[config.mk]
export PLATFORM = sky130hd
export DESIGN_NAME = dla_ram
export DESIGN_NICKNAME = d
export VERILOG_FILES = /design/src/sv/dla_ram.sv
export SDC_FILE = /design/constraint.sdc
export NUM_CORES = 1
export LEC_CHECK = 0
export BUFFER_PORTS_ARGS = -buffer_cell sky130_fd_sc_hd__buf_2
export CORE_ASPECT_RATIO = 0.5
export CORE_UTILIZATION = 45
export DETAILED_ROUTE_END_ITERATION = 8
export GPL_ROUTABILITY_DRIVEN = 0
export PLACE_DENSITY = 0.66
export SLEW_MARGIN = 20
export SYNTH_ARGS = -nofsm -noshare
export SYNTH_HDL_FRONTEND = slang
export SYNTH_SLANG_ARGS = --single-unit
[constraint.sdc]
create_clock -name clock -period 1.9 [get_ports clock]
set_input_delay 0.095 -clock clock [delete_from_list [all_inputs] [get_ports clock]]
set_output_delay 0.095 -clock clock [all_outputs]
set_load 0.1 [all_outputs]
[src/sv/dla_ram.sv]
`timescale 1ns / 1ps
// ----------------------------------------------------------------------------
// dla_ram: generic single-write, single-read RAM
// One write port, one read port with registered read data.
// ----------------------------------------------------------------------------
module dla_ram #(
   parameter int WIDTH = 8,
   parameter int DEPTH = 64
) (
   input  logic                     clock,
   input  logic                     wr_en,
   input  logic [$clog2(DEPTH)-1:0] wr_addr,
   input  logic [WIDTH-1:0]         wr_data,
   input  logic                     rd_en,
   input  logic [$clog2(DEPTH)-1:0] rd_addr,
   output logic [WIDTH-1:0]         rd_data
);

   logic [WIDTH-1:0] mem_ff [DEPTH];
   logic [WIDTH-1:0] rd_data_ff;

   always_ff @(posedge clock) begin
      if (wr_en) begin
         mem_ff[wr_addr] <= wr_data;
      end
      if (rd_en) begin
         rd_data_ff <= mem_ff[rd_addr];
      end
   end

   assign rd_data = rd_data_ff;

endmodule

; After elaboration in Yosys (flattened, before gate mapping)
; Memory sizes are Yosys's and may differ from the RTL's. A register that Yosys moved wholly into a read port is not among the register bits.
; Index checks and enable logic that the tools add are counted.
[totals]
ff_bits = 0
ramBits = 512
in_bits = 23
elab_cells = 3
n_memories = 1
[op_classes]
mux = 2
[mem_list]
columns = memory, depth, word_bits, rd, rd_clocked_by_memory_dff, wr, line_no
row1 = mem_ff, 64, 8, 1, 1, 1, 19  ; logic [WIDTH-1:0] mem_ff [DEPTH];
[op_table]
columns = operator, count
row1 = two-way mux 1 bit, 2

; Depth between registers and ports, before layout
[depth]
word_depth = 2
ltp_mapped = 9
depth_no_buf = 5

; Worst setup path after synthesis
; OpenSTA, ideal clock, no wires.
[synth_path]
kind = input -> register
from = input port rd_addr[1]
to = register rd_data_ff[3], in the netlist rd_data[3], read port of mem_ff (data pin)
setup_ns = 0.266
arrival_ns = 1.635
path_slack_ns = -0.001
path_stages = 7
path_buffers = 3
path_cell_list = buf_4 > buf_2 > buf_2 > mux4_2 > mux4_2 > o21ai_1 > o41ai_1
[synth_lines]
columns = element, line_no
row1 = from (decl), 15  ; input logic [$clog2(DEPTH)-1:0] rd_addr,
row2 = to (decl), 20  ; logic [WIDTH-1:0] rd_data_ff;

==> results.toml <==
[power_and_ir_drop]
pwr_density_cell_nw_per_um2 = 987
peakVddDrop_mv = 0.588
combinationalPowerShare_pct = 6.2
p_switching_mw = 4.84
swShare_pct = 20.6
internal-power_mw = 18.6
power.clock.fraction_pct = 39.5
pwr-share-seq_pct = 54.4
static-leakage-power_nw = 7.67

[min_path]
hold_class = "in2reg"
hold_wc_startpoint = "wr_data[3]"

[layout]
finalCoreUtilization_pct = 54.0
num-fill-cells = 3244
finalNonFillerCells = 1734
final_common_cell = "sky130_fd_sc_hd__edfxtp_1"
final_net_count = 1135
area_delta_synth_final_pct = 17.3
layout_common_cells = "sky130_fd_sc_hd__edfxtp_1, sky130_fd_sc_hd__mux4_2, sky130_fd_sc_hd__buf_4"
fraction_of_final_layout_cells_sized_beyond_drive_strength_1_pct = 33.6

[outcome]
failing_checks = "negative setup slack"
outcome = "complete, but fails checks"

[synth]
yosysUniqueCellTypes = 39
ys_seq_elements = 520
synthFlopType = "sky130_fd_sc_hd__edfxtp_1"
synthMuxAreaShare_pct = 15.9
synth_edf_count = 520
share_of_synthesized_cell_area_in_and_or_nand_and_nor_gates_pct = 3.37
synth-warning-count = 0
netlist_area_sq_um = 20200
synth_nets = 963
post_synth.cell_area_avg_sq_um = 21.5
xor_xnor_portion_of_the_synthesized_cell_area_pct = 0
yosys.area_share.adder_pct = 0
synth_top_area_share_pct = 77.1
compound_gate_fraction_of_synth_area_pct = 2.06
combinational_family_with_the_most_area_after_synthesis = "multiplexers"
synth_area_leader_cell = "sky130_fd_sc_hd__edfxtp_1"
yosysSeqAreaShare_pct = 77.1
cell_count_after_synthesis = 940
synth.top_cells.by_area = "sky130_fd_sc_hd__edfxtp_1, sky130_fd_sc_hd__mux4_2, sky130_fd_sc_hd__nor2_1, sky130_fd_sc_hd__mux2i_1, sky130_fd_sc_hd__mux2_2"
async_flop_share_pct = 0

[setup_path]
worstSetupEndpointType = "flop"
worst_path_max_delay_cell = "sky130_fd_sc_hd__mux4_2"
cp_data_required_time_ns = 2.19
timing.critical_path.cells = "mux4_2 -> mux2_4 -> o221a_4 -> nor3_4 -> o32ai_1"
setup.worst_path.start_class = "flop"
critPathArrivalTime_ns = 2.32
worst_path_largest_cell_delay_ns = 0.48
timing_worst_setup_path_type = "reg2reg"
path_max_fanout = 1
crit_start = "mem_ff[21][6]$_DFFE_PP_"
reg2reg_from = "mem_ff[21][6]$_DFFE_PP_"
worst_path_dominant_cell_family = "multiplexers"
cp_num_buf_inv = 0

[routing]
drt_iter0_drc = 1024
vias = 9919
wl_per_cell_microns = 25.5
vias_per_cell = 5.72
drt_wl_total_microns = 44200
drt_first_pass_iters = 5
drt_drc_violations_left = 0
antenna_violating_nets_post_route = 0

[timing]
slew_violations = 0
worst_slack_ns = -0.132
final.period_utilization_pct = 107
worst_pin_slew_ns = 0.681
hold_viol = 0
final_hold_slack_ns = 0.00987
achievable-frequency_ghz = 0.492
skew_ns = 0.0216
rsz0062_at_grt = "yes"
period_minus_slack_ns = 2.03
max_slew_margin_pct = 54.2
setup_viol = 7

[clocking]
numCtsBuffers = 46
post_cts.repair.setup_buffers = 0
htree_num_levels = 2
clock-sinks = 520
cts_tree = "built"
cts_max_path_buffers = 3
clock_tree.root_cell = "sky130_fd_sc_hd__clkbuf_16"
clk_pin_slew_ns = 0.06
insertion_delay_ns = 0.56

[floorplanning]
coreArea_sq_um = 44000
floorplan.die_area_sq_um = 45900
die_h_microns = 152
die_w_microns = 302
pin_count = 31
fp-row-count = 54
initial_utilization_pct = 46.0

[place]
dp_cells = 1652
place.detailed.hpwl_microns = 29400
place_ws_ns = -0.591
port_buffers = 30

[global_route]
first_global_vias = 10200
gr-total-overflow = 0
grt_util_all_layers_pct = 19.8
first_pass_grt_wire_length_microns = 66600
grt_max_degree = 65
number_of_antenna_violations_at_the_first_check_in_global_routing = 1

[run]
max_cap_violations = 0
area by class of cell:
class                           count  area, sq um  share of cell area, %
Tap cell                          588          736                   3.10
Sequential cell                   520        15600                   65.7
Timing Repair Buffer              175         1520                   6.40
Clock inverter                     26          267                   1.12
Clock buffer                       55         1210                   5.08
Antenna cell                        1         2.50                 0.0105
Multi-Input combinational cell    369         4410                   18.6
per-stage QoR:
step                total power [mW]  setup TNS, ns  area, sq um
floorplan                       13.8              0        20200
global placement                14.4          -3.03        22200
detailed placement              14.4          -3.15        22200
CTS                             23.6         -0.508        23700
global route                    24.1         -0.851        23800
finish                          23.4         -0.506        23800
worst paths after layout:
kind / endpoint / cells after the start / slack (ns)
min: mem_ff[10][3]$_DFFE_PP_ / 2 / 0.01
max: rd_data[6]$_DFFE_PP_ / 5 / -0.13
max reg2reg: rd_data[6]$_DFFE_PP_ / 5 / -0.13
min reg2reg: rd_data[7]$_DFFE_PP_ / 4 / 0.93
routing by layer:
metal | routed length (microns) | global-route usage, % | part of all wire, % | up-vias
met5 | 0 | 0 | 0 | -
met4 | 737 | 4.40 | 1.7 | 0
met3 | 3250 | 3.59 | 7.3 | 64
met2 | 21400 | 31.2 | 48 | 362
met1 | 18800 | 29.0 | 43 | 5214
li1 | - | - | - | 4279
Yosys cell counts, types with 6 or more instances:
cell type,number
sky130_fd_sc_hd__edfxtp_1,520
sky130_fd_sc_hd__mux4_2,126
sky130_fd_sc_hd__nor2_1,83
sky130_fd_sc_hd__mux2i_1,23
sky130_fd_sc_hd__nand2_1,19
sky130_fd_sc_hd__clkbuf_1,17
sky130_fd_sc_hd__nor2b_1,14
sky130_fd_sc_hd__buf_4,13
sky130_fd_sc_hd__mux2_2,13
sky130_fd_sc_hd__nand3_1,13
sky130_fd_sc_hd__buf_2,11
sky130_fd_sc_hd__o221ai_1,8
sky130_fd_sc_hd__o22ai_1,8
sky130_fd_sc_hd__nand2b_1,7
sky130_fd_sc_hd__nor3_1,7
sky130_fd_sc_hd__a221oi_1,6
repair_timing:
| action | CTS | global route |
|---|---|---|
| resized for setup | 18 | 3 |
| hold buffers | 1 | 0 |
| cloned | 0 | 0 |
| endpoints found under the hold margin | 8 | 0 |
| pin swaps | 3 | 1 |
| endpoints found under the setup margin | 8 | 8 |
cell families after synthesis:
logic type             count (synthesis)
multiplexers                         162
flip-flops                           520
buffers and inverters                 51
AO/OA/AOI/OAI                         54
AND/OR/NAND/NOR                      153
registers in the layout (all words and copies together), names as in the netlist:
name and count:
mem_ff 512, rd_data 8
power by group through the flow:
stage | Clock, mW | Sequential (mW) | Combinational, mW
floorplan | 0 | 13.1 | 0.678
global placement | 0 | 13.0 | 1.39
detailed placement | 0 | 13.0 | 1.42
CTS | 9.42 | 12.7 | 1.45
global route | 9.84 | 12.7 | 1.53
finish | 9.26 | 12.7 | 1.44
worst register-to-register path, stage by stage (launching register included):
cell and delay [ns]:
sky130_fd_sc_hd__edfxtp_1 0.37, sky130_fd_sc_hd__mux4_2 0.48, sky130_fd_sc_hd__mux2_4 0.29, sky130_fd_sc_hd__o221a_4 0.27, sky130_fd_sc_hd__nor3_4 0.24, sky130_fd_sc_hd__o32ai_1 0.11
Power figures use the tool's default switching activity.
