--- src/sv/dla_pkg.sv ---
`timescale 1ns / 1ps
// ----------------------------------------------------------------------------
// dla_pkg: shared types and constants for the DAG layer assignment unit
// Node and layer widths, request codes, sequencer states, lane control.
// ----------------------------------------------------------------------------
package dla_pkg;

   localparam int MAX_NODES = 64;
   localparam int NODE_W    = 6;   // node index width
   localparam int CNT_W     = 7;   // 0..MAX_NODES
   localparam int LAYER_W   = 6;

   localparam logic [1:0] MODE_ADD_EDGE = 2'd0;
   localparam logic [1:0] MODE_CLEAR    = 2'd1;
   localparam logic [1:0] MODE_COMPUTE  = 2'd2;
   localparam logic [1:0] MODE_NONE     = 2'd3;

   typedef enum logic [8:0] {
      ST_IDLE    = 9'b000000001,
      ST_EDGE    = 9'b000000010,
      ST_CNT     = 9'b000000100,
      ST_SEED    = 9'b000001000,
      ST_PUSH    = 9'b000010000,
      ST_POP_Q   = 9'b000100000,
      ST_POP_ROW = 9'b001000000,
      ST_POP_UPD = 9'b010000000,
      ST_EMIT    = 9'b100000000
   } dla_state_type;

   // control for the in-degree counter lanes
   typedef struct packed {
      logic clr;   // zero every lane
      logic acc;   // add the row bits (column count)
      logic dec;   // release: decrement lanes hit by the row
   } dla_lane_ctrl_type;

endpackage

--- src/sv/dla_indeg.sv ---
`timescale 1ns / 1ps
// ----------------------------------------------------------------------------
// dla_indeg: in-degree counter lanes
// One counter per node; counts column bits, then decrements on release.
// ----------------------------------------------------------------------------
module dla_indeg
   import dla_pkg::*;
(
   input  logic                  clock,
   input  dla_lane_ctrl_type     ctrl,
   input  logic [MAX_NODES-1:0]  row,
   output logic [MAX_NODES-1:0]  zero_mask,
   output logic [MAX_NODES-1:0]  rel_mask
);

   logic [CNT_W-1:0] cnt_ff [MAX_NODES];

   always_ff @(posedge clock) begin
      for (int i = 0; i < MAX_NODES; i++) begin
         if (ctrl.clr) begin
            cnt_ff[i] <= '0;
         end else if (ctrl.acc) begin
            cnt_ff[i] <= cnt_ff[i] + CNT_W'(row[i]);
         end else if (ctrl.dec && row[i] && (cnt_ff[i] != '0)) begin
            cnt_ff[i] <= cnt_ff[i] - CNT_W'(1);
         end
      end
   end

   // a lane at one that the row hits reaches zero on this release
   always_comb begin
      for (int i = 0; i < MAX_NODES; i++) begin
         zero_mask[i] = (cnt_ff[i] == '0);
         rel_mask[i]  = row[i] && (cnt_ff[i] == CNT_W'(1));
      end
   end

endmodule

--- config.mk ---
export PLATFORM = sky130hd
export DESIGN_NAME = dla_indeg
export DESIGN_NICKNAME = d
export VERILOG_FILES = /design/src/sv/dla_pkg.sv /design/src/sv/dla_indeg.sv
export SDC_FILE = /design/constraint.sdc
export NUM_CORES = 1
export LEC_CHECK = 0
export BUFFER_PORTS_ARGS = -buffer_cell sky130_fd_sc_hd__buf_2
export CORE_MARGIN = 5
export CORE_UTILIZATION = 40
export DETAILED_ROUTE_END_ITERATION = 12
export PLACE_DENSITY_LB_ADDON = 0.12
export SYNTH_ARGS = -nofsm -noshare
export SYNTH_HDL_FRONTEND = slang
export SYNTH_SLANG_ARGS = --single-unit
--- constraint.sdc ---
create_clock -name clock -period 6.2 [get_ports clock]
set_input_delay 0.62 -clock clock [delete_from_list [all_inputs] [get_ports clock]]
set_output_delay 0.62 -clock clock [all_outputs]
set_load 0.01 [all_outputs]
After elaboration in Yosys (flattened, before gate mapping):

Memories as Yosys holds them, arrays and structs flattened.
Index checks and enable logic that the tools add are counted.

* bits in registers: 0
* latch bits: 0
* memory bits (writable): 448
* memory bits (read-only): 0
* input port bits: 68
* output and inout bits: 128
* logic and storage cells: 1030
* memories: 1

Memories
* cnt_ff: words 64, width 7, read ports 64, clocked after memory_dff 0, write ports 64, line dla_indeg.sv:16 `logic [CNT_W-1:0] cnt_ff [MAX_NODES];`

* add/subtract/negate cells: 128
* multipliers: 0
* divide/modulo/power cells: 0
* $lt $le $gt $ge: 0
* equal/unequal tests: 64
* shift-type cells: 0
* muxes and demuxes: 389
* bitwise logic cells: 128
* reduce and logical (&&, ||, !) cells: 320

Operators with widths (number)
* 7-bit 2-to-1 mux: 128
* 7-bit by 1-bit adder with 7-bit output: 64
* 7-bit by 1-bit equality test with 1-bit output (second input constant): 64
* 7-bit logical NOT: 64
* 7-bit nonzero test: 64
* 7-bit by 1-bit subtractor with 7-bit output (second input constant): 64
* 1-bit 2-to-1 mux: 261
* 1-bit logical AND: 192
* 1-bit bitwise OR: 128

Longest topological paths before layout:

* word-level depth: 7
* depth in mapped cells: 7

Least setup slack after synthesis:

OpenSTA, ideal clock, no wires.

* path kind: in2reg
* start: input port ctrl[2] in the netlist's numbering
* end: memory cnt_ff[47][4], data pin
* setup time: 0.277 ns
* arrival time: 1.803 ns
* required time: 5.923 ns
* path slack: 4.119 ns
* cell stages on the path: 6
* cell sequence: nand2b_1 clkbuf_1 clkbuf_1 buf_2 clkbuf_1 o22ai_1

RTL lines
* start: declaration: line dla_indeg.sv:10 `input dla_lane_ctrl_type ctrl,`
* end: declaration: line dla_indeg.sv:16

==> results.md <==
- Status: finished, final reports clean
- Measured slew at the worst slew-check pin: about 1100 ps
- Number of buffers created by CTS: 59
- I/O pin total: 196
- Switching Power: 3500 uW
- Fraction of synthesis flops using an asynchronous set or reset pin: 0%
- Post-synthesis cell count: 3880
- Effective utilization at floorplan: 40.3%
- Library cell with the largest summed area after synthesis: sky130_fd_sc_hd__edfxtp_1
- Post-layout total power: 10600 uW
- Number of gates resized after cts: 0
- Number of antenna violations at the first check in global routing: 6
- Number of buffers on the longest clock path: 3
- Count of endpoints failing setup in the final report: 0
- Minimum period implied by the final worst setup slack: 3050 ps
- Largest register by flop count: cnt_ff
- Share of cells above drive strength 1: 10.6%
- Clock root cell: sky130_fd_sc_hd__clkbuf_16
- First-iteration detailed-routing DRC count: around 1900
- Wire length of the first global-routing pass: 138 mm
- Data arrival time at the worst-slack endpoint: 2430 ps
- Final wirelength: between 80 and 90 mm
- Slew Viols, Final: 0
- Total global routing track utilization: 16.8%
- Design internal power: 7130 uW
- Detailed placer's ending HPWL: 55.8 mm
- Pre-antenna DRT Iters: 5
- Net switching share of the total power: approximately a third
- Layout filler cell count: 8671
- Startpoint Class: register
- Start point of the critical path: cnt_ff[35][4]$_DFFE_PP_
- Clock-pin transition on the worst setup and hold timing paths: 60 ps
- Nets in the synthesized netlist: 4268
- Post-Route Setup TNS: 0 ps
- Total of max-cap violations: 0
- Setup Buffers After CTS: 0
- Number of levels in the clock H-tree: 2
- Synth top area cells: sky130_fd_sc_hd__edfxtp_1 38%, sky130_fd_sc_hd__ha_1 11%, sky130_fd_sc_hd__nand2_1 5.4%
- Mean instance size in the synthesized netlist: a little over 9 um2
- RSZ-0062 raised after global routing: false
- Class of the most critical setup path: register to primary output
- Commonest cells after routing, fill and taps aside: 512 x sky130_fd_sc_hd__nand2_1, 448 x sky130_fd_sc_hd__edfxtp_1, 343 x sky130_fd_sc_hd__nor3_1
- Synth cell types: 60
- Share of total power in the clock network: between 30% and 40%
- Slew Limit Headroom: 26.5%
- Final worst path period share: 49.2%
- Combinational group share of total power: 22.7%
- Die Height: approximately 300 um
- Slowest stage cell on the critical path: sky130_fd_sc_hd__or4_4
- Sequential fraction of the synthesis area: 37.7%
- Area Overhead vs Synth: 10.3%
- Clock sinks: 448
- Total congestion overflow: 0
- Class of the most critical hold timing path: primary input to register
- Die Wd: 309 um
- Post-route antenna net violation count: 0
- Area of the mapped netlist: 35700 um2
- Cell breakdown of the critical path: or4_4, nor3_1, buf_2
- Total vias in the final route: 29700
- Number of flip-flops under the largest register name: 448
- Flip-flop cell with the highest count after synthesis: sky130_fd_sc_hd__edfxtp_1
- Critical R2R Launch: cnt_ff[9][3]$_DFFE_PP_
- Post-synth top area share: 37.7%
- CTS tree: yes
- Path depth of the worst reg2reg path: 3
- Number of flops mapped to enable cells by yosys: 448
- Vias in the first global route: 27500
- Timing-limited maximum frequency: approximately 0.33 GHz
- Area of the core: between 80000 and 90000 um2
- Register share of total power: 44.6%
- CP delay by family, top: simple AND/OR/NAND/NOR gates
- Most common library cell in the layout ignoring fill and taps: sky130_fd_sc_hd__nand2_1
- Cts-stage hold buffer count: 0
- Routability Congestion: 0.788
- R2r setup slk: 3820 ps
- Number of storage elements in the synthesis netlist: approximately 450
- Worst Clk Skew: between 10 and 15 ps
- Critical path capture point type: primary output
- Area of the die: around 95000 um2
- Largest stage delay on the critical path: 620 ps
- Combined buffer and inverter count along the critical path: 1
- Mean routed wirelength per cell: between 15 and 20 um
- Number of vias per cell after detailed routing: 5.75
- Largest fanout on the critical path: 7
- P per Cell Area: 270 nW/um2
- YS warnings: 0
- Residual DRC count: 0
- Worst path required time: 5580 ps
- Regs by FF count: cnt_ff: 448 flops
- Nets@finish: 4338
- CP endpoint: rel_mask[35]
- Final Hold Violating Endpoints: 0
- Cell depth of the worst setup path: 3
- Destination of the worst register-to-register timing path: cnt_ff[9][4]$_DFFE_PP_
- Clock latency on the worst-skew pair: 620 ps
- Number of buffer cells added on primary ports: 195
- Peak supply drop: approximately 0.22 mV
- Placement row count: roughly 110
- Leakage power: ~0.014 uW
- Largest net degree at the start of global routing: 202
[cell usage after synthesis (69+ instances only)]
| master | number |
|---|---|
| sky130_fd_sc_hd__buf_2 | 98 |
| sky130_fd_sc_hd__edfxtp_1 | 448 |
| sky130_fd_sc_hd__nand3_1 | 187 |
| sky130_fd_sc_hd__nor3_1 | 343 |
| sky130_fd_sc_hd__a31oi_1 | 79 |
| sky130_fd_sc_hd__o21ai_0 | 258 |
| sky130_fd_sc_hd__nor2_1 | 123 |
| sky130_fd_sc_hd__o21a_1 | 92 |
| sky130_fd_sc_hd__clkbuf_1 | 86 |
| sky130_fd_sc_hd__a21oi_1 | 176 |
| sky130_fd_sc_hd__or3_1 | 69 |
| sky130_fd_sc_hd__ha_1 | 320 |
| sky130_fd_sc_hd__xor2_1 | 83 |
| sky130_fd_sc_hd__nand2_1 | 512 |
| sky130_fd_sc_hd__inv_1 | 243 |
[worst reg2reg max path, delay by kind of cell (launching register included)]
family | cells | cell delay, ps
flip-flops | 1 | 480
AND/OR/NAND/NOR | 2 | 990
AO/OA/AOI/OAI | 1 | 570
[through the flow]
stage	std cells	utilization, %	area [um2]	hold slack [ps]	setup WS (ps)
finish	5169	44.5	39400	460	3150
floorplan	3880	-	35700	595	4120
global placement	5054	42.3	37400	625	3140
detailed placement	5054	42.3	37400	628	3130
CTS	5162	44.5	39400	403	3080
global route	5163	44.5	39400	454	3030
[power groups by stage]
stage               Combinational [uW]  Clock, uW  Sequential (uW)
finish                            2420       3470             4750
global route                      2760       3720             4850
CTS                               2440       3600             4730
detailed placement                2420          0             4790
global placement                  2420          0             4800
floorplan                         2200          0             4370
[area by class of cell]
| type | count | area [um2] | share of cell area (%) |
|---|---|---|---|
| diodes | 7 | 17.5 | 0.0445 |
| clock buffers | 71 | 1520 | 3.86 |
| clock inverters | 37 | 415 | 1.05 |
| inverters | 243 | 912 | 2.32 |
| multi-input cells | 2995 | 20500 | 52.0 |
| flip-flops and latches | 448 | 13500 | 34.2 |
| well taps | 1165 | 1460 | 3.70 |
| repair buffers | 203 | 1110 | 2.82 |
[kinds of logic after synthesis]
logic type,synth area share [%]
fa+ha+maj,11.2
flops,37.7
xor+xnor,3.19
compound gates,22.5
simple gates,19.2
mux,1.26
buf+inv,4.98
[per-layer routing]
metal | wire length (um) | GRT usage (%) | vias up
li1 | - | - | 15100
met1 | 40600 | 23.9 | 14000
met2 | 37600 | 27.1 | 529
met3 | 4180 | 2.94 | 91
met4 | 1400 | 3.42 | 0
met5 | 0 | 0 | -
[how the worst min path moves through the flow]
stage	startpoint	endpoint	slack, ps	cells past startpoint
3_5_place_dp	cnt_ff[58][5]$_DFFE_PP_	cnt_ff[58][5]$_DFFE_PP_	630	1
2_1_floorplan	cnt_ff[10][5]$_DFFE_PP_	cnt_ff[10][5]$_DFFE_PP_	590	1
3_3_place_gp	cnt_ff[9][5]$_DFFE_PP_	cnt_ff[9][5]$_DFFE_PP_	630	1
5_1_grt	row[38]	cnt_ff[38][0]$_DFFE_PP_	450	4
6_report	row[60]	cnt_ff[60][0]$_DFFE_PP_	460	4
4_1_cts	row[60]	cnt_ff[60][0]$_DFFE_PP_	400	4
(Power assumes the default switching activity.)
